$ cat src/rtl/itd_pkg.sv
package itd_pkg;

    // binary operand and decimal digit storage
    localparam int BIN_W       = 64;
    localparam int STEP_W      = $clog2(BIN_W);
    localparam int DIGITS      = 20;
    localparam int BCD_W       = 4 * DIGITS;
    localparam int DIGIT_CNT_W = $clog2(DIGITS + 1);

    // field width limit and character codes
    localparam int         WIDTH_W    = 6;
    localparam int         CHAR_W     = 8;
    localparam logic [5:0] MAX_WIDTH  = 6'd32;
    localparam logic [7:0] CHAR_ZERO  = 8'h30;
    localparam logic [7:0] CHAR_MINUS = 8'h2D;

    // input mode codes
    localparam logic OP_UNSIGNED = 1'b0;
    localparam logic OP_SIGNED   = 1'b1;

    // sequencer states
    typedef enum logic [2:0] {
        ST_IDLE,
        ST_CONVERT,
        ST_SCAN,
        ST_PAD,
        ST_DIGITS
    } state_t;

endpackage

$ cat src/rtl/integer_to_decimal_text.sv
// channel  | signals                              | handshake
// ---------+--------------------------------------+-------------------------------
// command  | op, value, min_width, pad_char       | taken on start while busy low
// result   | out_char, last                       | strobe high for one cycle
//
// a number first passes through the shift-and-add-3 binary to decimal unit, one
// bit per cycle, then leading zero digits are skipped, then pad characters and
// digits follow, one character leaving per cycle.
// a minus sign leaves in the first conversion cycle.
// reset clears the sequencer and the result strobe; the receiver cannot stall.
module integer_to_decimal_text (
    input  logic        clk,
    input  logic        rst_n,
    input  logic        start,
    output logic        busy,
    input  logic        op,
    input  logic [63:0] value,
    input  logic [5:0]  min_width,
    input  logic [7:0]  pad_char,
    output logic        strobe,
    output logic [7:0]  out_char,
    output logic        last
);

    itd_pkg::state_t                        state_reg, state_next;
    logic [itd_pkg::BIN_W-1:0]              bin_reg, bin_next;
    logic [itd_pkg::BCD_W-1:0]              bcd_reg, bcd_next;
    logic [itd_pkg::STEP_W-1:0]             step_reg, step_next;
    logic [itd_pkg::DIGIT_CNT_W-1:0]        ndig_reg, ndig_next;
    logic [itd_pkg::WIDTH_W-1:0]            pad_reg, pad_next;
    logic [itd_pkg::WIDTH_W-1:0]            width_reg, width_next;
    logic [itd_pkg::CHAR_W-1:0]             padch_reg, padch_next;
    logic [itd_pkg::CHAR_W-1:0]             out_char_reg, out_char_next;
    logic                                   last_reg, last_next;
    logic                                   strobe_reg, strobe_next;

    logic [itd_pkg::BCD_W-1:0]              bcd_adj;
    logic [3:0]                             top_digit;
    logic [itd_pkg::WIDTH_W-1:0]            ndig_ext;
    logic                                   negative;

    // add-3 correction on every digit ahead of the shift
    always_comb
    begin
        for (int d = 0; d < itd_pkg::DIGITS; d++)
        begin
            if (bcd_reg[4*d +: 4] >= 4'd5)
                bcd_adj[4*d +: 4] = bcd_reg[4*d +: 4] + 4'd3;
            else
                bcd_adj[4*d +: 4] = bcd_reg[4*d +: 4];
        end
    end

    assign top_digit = bcd_reg[itd_pkg::BCD_W-1 -: 4];
    assign ndig_ext  = {{(itd_pkg::WIDTH_W-itd_pkg::DIGIT_CNT_W){1'b0}}, ndig_reg};
    assign negative  = (op == itd_pkg::OP_SIGNED) && value[itd_pkg::BIN_W-1];

    // sequencer and datapath next values
    always_comb
    begin
        state_next    = state_reg;
        bin_next      = bin_reg;
        bcd_next      = bcd_reg;
        step_next     = step_reg;
        ndig_next     = ndig_reg;
        pad_next      = pad_reg;
        width_next    = width_reg;
        padch_next    = padch_reg;
        out_char_next = out_char_reg;
        last_next     = 1'b0;
        strobe_next   = 1'b0;

        case (state_reg)
            itd_pkg::ST_IDLE:
            begin
                if (start)
                begin
                    bin_next   = negative ? (~value + 64'd1) : value;
                    bcd_next   = '0;
                    step_next  = '0;
                    padch_next = pad_char;
                    width_next = (min_width > itd_pkg::MAX_WIDTH) ? itd_pkg::MAX_WIDTH
                                                                  : min_width;
                    // sign beat goes out right away
                    if (negative)
                    begin
                        strobe_next   = 1'b1;
                        out_char_next = itd_pkg::CHAR_MINUS;
                    end
                    state_next = itd_pkg::ST_CONVERT;
                end
            end

            itd_pkg::ST_CONVERT:
            begin
                bcd_next  = {bcd_adj[itd_pkg::BCD_W-2:0], bin_reg[itd_pkg::BIN_W-1]};
                bin_next  = {bin_reg[itd_pkg::BIN_W-2:0], 1'b0};
                step_next = step_reg + 1'b1;
                if (step_reg == {itd_pkg::STEP_W{1'b1}})
                begin
                    ndig_next  = itd_pkg::DIGIT_CNT_W'(itd_pkg::DIGITS);
                    state_next = itd_pkg::ST_SCAN;
                end
            end

            itd_pkg::ST_SCAN:
            begin
                // drop leading zero digits, keep at least one
                if (top_digit == 4'd0 && ndig_reg > 1)
                begin
                    bcd_next  = {bcd_reg[itd_pkg::BCD_W-5:0], 4'd0};
                    ndig_next = ndig_reg - 1'b1;
                end
                else if (width_reg > ndig_ext)
                begin
                    pad_next   = width_reg - ndig_ext;
                    state_next = itd_pkg::ST_PAD;
                end
                else
                begin
                    state_next = itd_pkg::ST_DIGITS;
                end
            end

            itd_pkg::ST_PAD:
            begin
                strobe_next   = 1'b1;
                out_char_next = padch_reg;
                pad_next      = pad_reg - 1'b1;
                if (pad_reg == 1)
                    state_next = itd_pkg::ST_DIGITS;
            end

            itd_pkg::ST_DIGITS:
            begin
                strobe_next   = 1'b1;
                out_char_next = itd_pkg::CHAR_ZERO + {4'd0, top_digit};
                bcd_next      = {bcd_reg[itd_pkg::BCD_W-5:0], 4'd0};
                ndig_next     = ndig_reg - 1'b1;
                if (ndig_reg == 1)
                begin
                    last_next  = 1'b1;
                    state_next = itd_pkg::ST_IDLE;
                end
            end

            default:
            begin
                state_next = itd_pkg::ST_IDLE;
            end
        endcase
    end

    // control registers
    always_ff @(posedge clk or negedge rst_n)
    begin
        if (!rst_n)
        begin
            state_reg  <= itd_pkg::ST_IDLE;
            strobe_reg <= 1'b0;
        end
        else
        begin
            state_reg  <= state_next;
            strobe_reg <= strobe_next;
        end
    end

    // datapath registers
    always_ff @(posedge clk)
    begin
        bin_reg      <= bin_next;
        bcd_reg      <= bcd_next;
        step_reg     <= step_next;
        ndig_reg     <= ndig_next;
        pad_reg      <= pad_next;
        width_reg    <= width_next;
        padch_reg    <= padch_next;
        out_char_reg <= out_char_next;
        last_reg     <= last_next;
    end

    assign busy     = (state_reg != itd_pkg::ST_IDLE);
    assign strobe   = strobe_reg;
    assign out_char = out_char_reg;
    assign last     = last_reg;

endmodule

$ cat config.mk
export PLATFORM = sky130hd
export DESIGN_NAME = integer_to_decimal_text
export DESIGN_NICKNAME = d
export VERILOG_FILES = /design/src/rtl/itd_pkg.sv /design/src/rtl/integer_to_decimal_text.sv
export SDC_FILE = /design/constraint.sdc
export NUM_CORES = 1
export LEC_CHECK = 0
export BUFFER_PORTS_ARGS = -buffer_cell sky130_fd_sc_hd__buf_2
export CAP_MARGIN = 15
export CELL_PAD_IN_SITES_DETAIL_PLACEMENT = 1
export CELL_PAD_IN_SITES_GLOBAL_PLACEMENT = 1
export CORE_MARGIN = 3
export CORE_UTILIZATION = 40
export CTS_BUF_LIST = sky130_fd_sc_hd__clkbuf_4
export DETAILED_ROUTE_END_ITERATION = 7
export GPL_TIMING_DRIVEN = 1
export PLACE_DENSITY = 0.75
export RECOVER_POWER = 100
export SETUP_SLACK_MARGIN = 0.4
export SLEW_MARGIN = 20
export SYNTH_ARGS = -nofsm -noshare
export SYNTH_HDL_FRONTEND = slang
export SYNTH_SLANG_ARGS = --single-unit
$ cat constraint.sdc
create_clock -name clk -period 6.9 [get_ports clk]
set_input_delay 1.38 -clock clk [delete_from_list [all_inputs] [get_ports clk]]
set_output_delay 1.38 -clock clk [all_outputs]
set_load 0.02 [all_outputs]
==> results.md <==
- Result of the run: finished, violations left
- Violations in the final reports: capacitance limit, slew limit
- Number of max-slew violations in the final report: 157
- Worst Tran Pin Value: 2.62 ns
- Count of pins on the block boundary: 93
- Number of buffers inserted by port buffering: 92
- Clock Sink Count: 188
- Family of cells with the greatest summed delay on the critical path: simple AND/OR/NAND/NOR gates
- Top area cells in the synthesized netlist: edfxtp_1 48%, o21ai_0 6.1%, ha_1 5.7%
- Summed negative setup slack over all endpoints: 0 ns
- Top-count cell post-synth: edfxtp_1
- Element type at the critical path end: flip-flop
- Worst hold slack: ~0.54 ns
- Height of the die: 175 µm
- Mapped cell area: 11400 µm²
- Vias per inst: around 5.5
- Cell chosen for the clock root: clkbuf_4
- Post-detailed-placement half-perimeter wirelength: 19400 µm
- Footprint of the flip-flops and latches: 5620 µm²
- Proportion of netlist area held by the largest area contributor: 0.482
- Via Count: 8927
- Share of synthesized cell area in full adder, half adder and majority cells: 0.0589
- Floorplan die area: a little over 30000 µm²
- Layout overhead on the synthesized area: 8.95%
- Worst endpoint required time: 7.20 ns
- Iteration-0 DRC Markers: 599
- Vias in the first global route: approximately 9000
- Most common library cells after synthesis: 183 x edfxtp_1, 139 x o21ai_0, 134 x nand2_1
- Insertion delay to the later sink of the worst-skew pair: 0.59 ns
- Signal arrival time at the worst endpoint: ~5 ns
- Final Routed Wirelength: 27600 µm
- Yosys reg bits: 188
- Leakage power total: ~4.3 nW
- Unrepaired setup endpoints after global routing: false
- Final Skew: 0.0374 ns
- Buf/Inv on CP: 1
- Synthesized area per cell: 9.70 µm²
- Placer congestion estimate: 0.834
- Synthesized instance count: 1174
- Max-cap violations: 2
- Worst reg2reg setup slack: 2.19 ns
- Minimum setup slack after placement: between 2 and 3 ns
- Crit path largest cell delay: 1.89 ns
- Total nets after synthesis: about 1300
- Number of different library cells in the post-synthesis netlist: 55
- Worst reg2reg path startpoint: state_reg[1]
- Power per Cell Area: between 400 and 500 nW/µm²
- Dominant combinational cell family by area after synthesis: simple AND/OR/NAND/NOR gates
- Number of nets in the final layout: around 1400
- Async set-or-reset flop fraction in the synthesized netlist: 0.0213
- Hold-critical path endpoint: out_char[5]
- Hold path depth: 1
- Number of filler cells placed in the layout: approximately 3300
- Routed length on met3: 1180 µm
- Post-detailed-route wirelength per cell: 16.9 µm
- Initial cell density of the core: 0.408
- Antenna cells: 0
- Xor/xnor share of the synthesized area: 0.0784
- Number of cells on the worst reg-to-reg path: 6
- Max_slew headroom: -0.750
- Buffers inserted during post-CTS setup optimization: 0
- Timing-limited maximum frequency: 0.212 GHz
- Critical path cell sequence: nor2_1 > nand2_1 > clkbuf_2 > nor3b_1 > o21ai_0 > o31ai_1
- Buffer depth of the longest clock path: 2
- Setup WS post-layout: 2.19 ns
- Number of buffers inserted during clock tree synthesis: 17
- Number of H-tree levels: 4
- Highest metal layer with signal wires: met4
- Dpl cells: 1604
- Post-cts repair resize count: 0
- Setup Crit Path Kind: reg2reg
- Overall routing resource usage: 0.181
- Die boundary width: about 170 µm
- Pin count of the biggest net entering global routing: 86
- Placed inst area: 12200 µm²
- Final period util: 0.683
- Number of remaining DRC errors: 0
- Met1 routed wirelength after detailed routing: 13100 µm
- CTS tree: yes
- Min Clock Period, post-route: between 4 and 5 ns
- Final Hold Vio Count: 0
- Portion of netlist area occupied by mux cells: 0.00176
- Master of the slowest instance on the critical path: nand2_1
- Maximum VDD drop: ~0.33 mV
- Synth Area in Simple Gates: 0.168
- Startpoint of the most critical hold path: padch_reg[5]
- Clock Pin Slew Worst Setup and Hold Paths: 0.16 ns
- Largest fanout on the critical path: 85
- Fraction of final layout cells sized beyond drive strength 1: 0.0914
- Post-CTS Hold Fix Bufs: 0
- Compound-Gate Fraction of Synth Area: 0.164
- Multi-input gate area in the final layout: 5370 µm²
- Post-Layout Inst Area: around 12000 µm²
- Overall power consumption: 5.28 mW
- Number of enable-type register cells in the synthesized netlist: 183
- Largest area contributor in the synthesized netlist: edfxtp_1
- Cell row count: 61
- Routed length on met2: 13100 µm
- Antenna-violating nets left: 0
- Commonest register cell after synthesis: edfxtp_1
- Number of detailed-route iterations in the first pass: 4
- Final setup fails: 0
- First-pass GRT wire length: between 40000 and 50000 µm
- Number of warnings printed during yosys synthesis: 0
- CORE AREA: 27900 µm²
- Flip-flop count of the largest register, all copies and words added: 80
- Final standard cell utilization of the core: 0.444
- Initial antenna violation count: 0
- Path class of the lowest-slack min-delay path: reg2reg
- Sequential element share of the synthesized area: 0.493
- Type of element launching the critical path: flip-flop
- Worst reg2reg path endpoint: bcd_reg[8]
- Total congestion overflow: 0
- Post-route insts no fill: 1636
-- cells by family after synthesis --
kind of cell | count (synthesis)
simple gates | 392
compound gates | 329
flops | 188
buf+inv | 108
xor+xnor | 102
fa+ha+maj | 53
mux | 2
-- worst max-delay path by stage --
stage / slack [ns] / from / cells past startpoint / endpoint
global route: 1.57 / state_reg[1] / 6 / bcd_reg[8]
floorplan: 2.46 / start / 3 / bcd_reg[0]
global placement: 2.67 / value[12] / 7 / bin_reg[51]
finish: 2.19 / state_reg[1] / 6 / bcd_reg[8]
detailed placement: 2.69 / value[12] / 7 / bin_reg[51]
CTS: 3.25 / state_reg[0] / 6 / bcd_reg[55]
-- metal layers --
layer | GRT usage | vias up
met4 | 0.0256 | 0
met5 | 0 | -
met3 | 0.0309 | 13
met2 | 0.310 | 179
li1 | - | 4375
met1 | 0.248 | 4360
-- report_power, final --
group	switching, mW	internal (mW)
Sequential	0.386	2.12
Clock	0.416	0.154
Combinational	1.44	0.761
Total	2.24	3.04
-- cell usage in the layout (no fill, tap or decap), types with 22 or more instances in the layout --
cell      instances
nor3b_1          29
buf_2            73
nor2_1           96
xnor2_1          57
clkbuf_1         22
nand2b_1         22
nor3_1           22
edfxtp_1        183
o31ai_1          36
a21oi_1         104
inv_1            60
nand2_1         134
o21ai_0         139
xor2_1           45
ha_1             52
-- final cells by class --
cell class                 instances  share of cell area
tap                              378              0.0381
timing repair buffer             100              0.0387
clock buffer                      18              0.0109
inverter                          60              0.0181
sequential                       188               0.452
multi-input combinational        878               0.433
clock inverter                    14             0.00897
No activity file was read; power rests on OpenSTA's default activity.
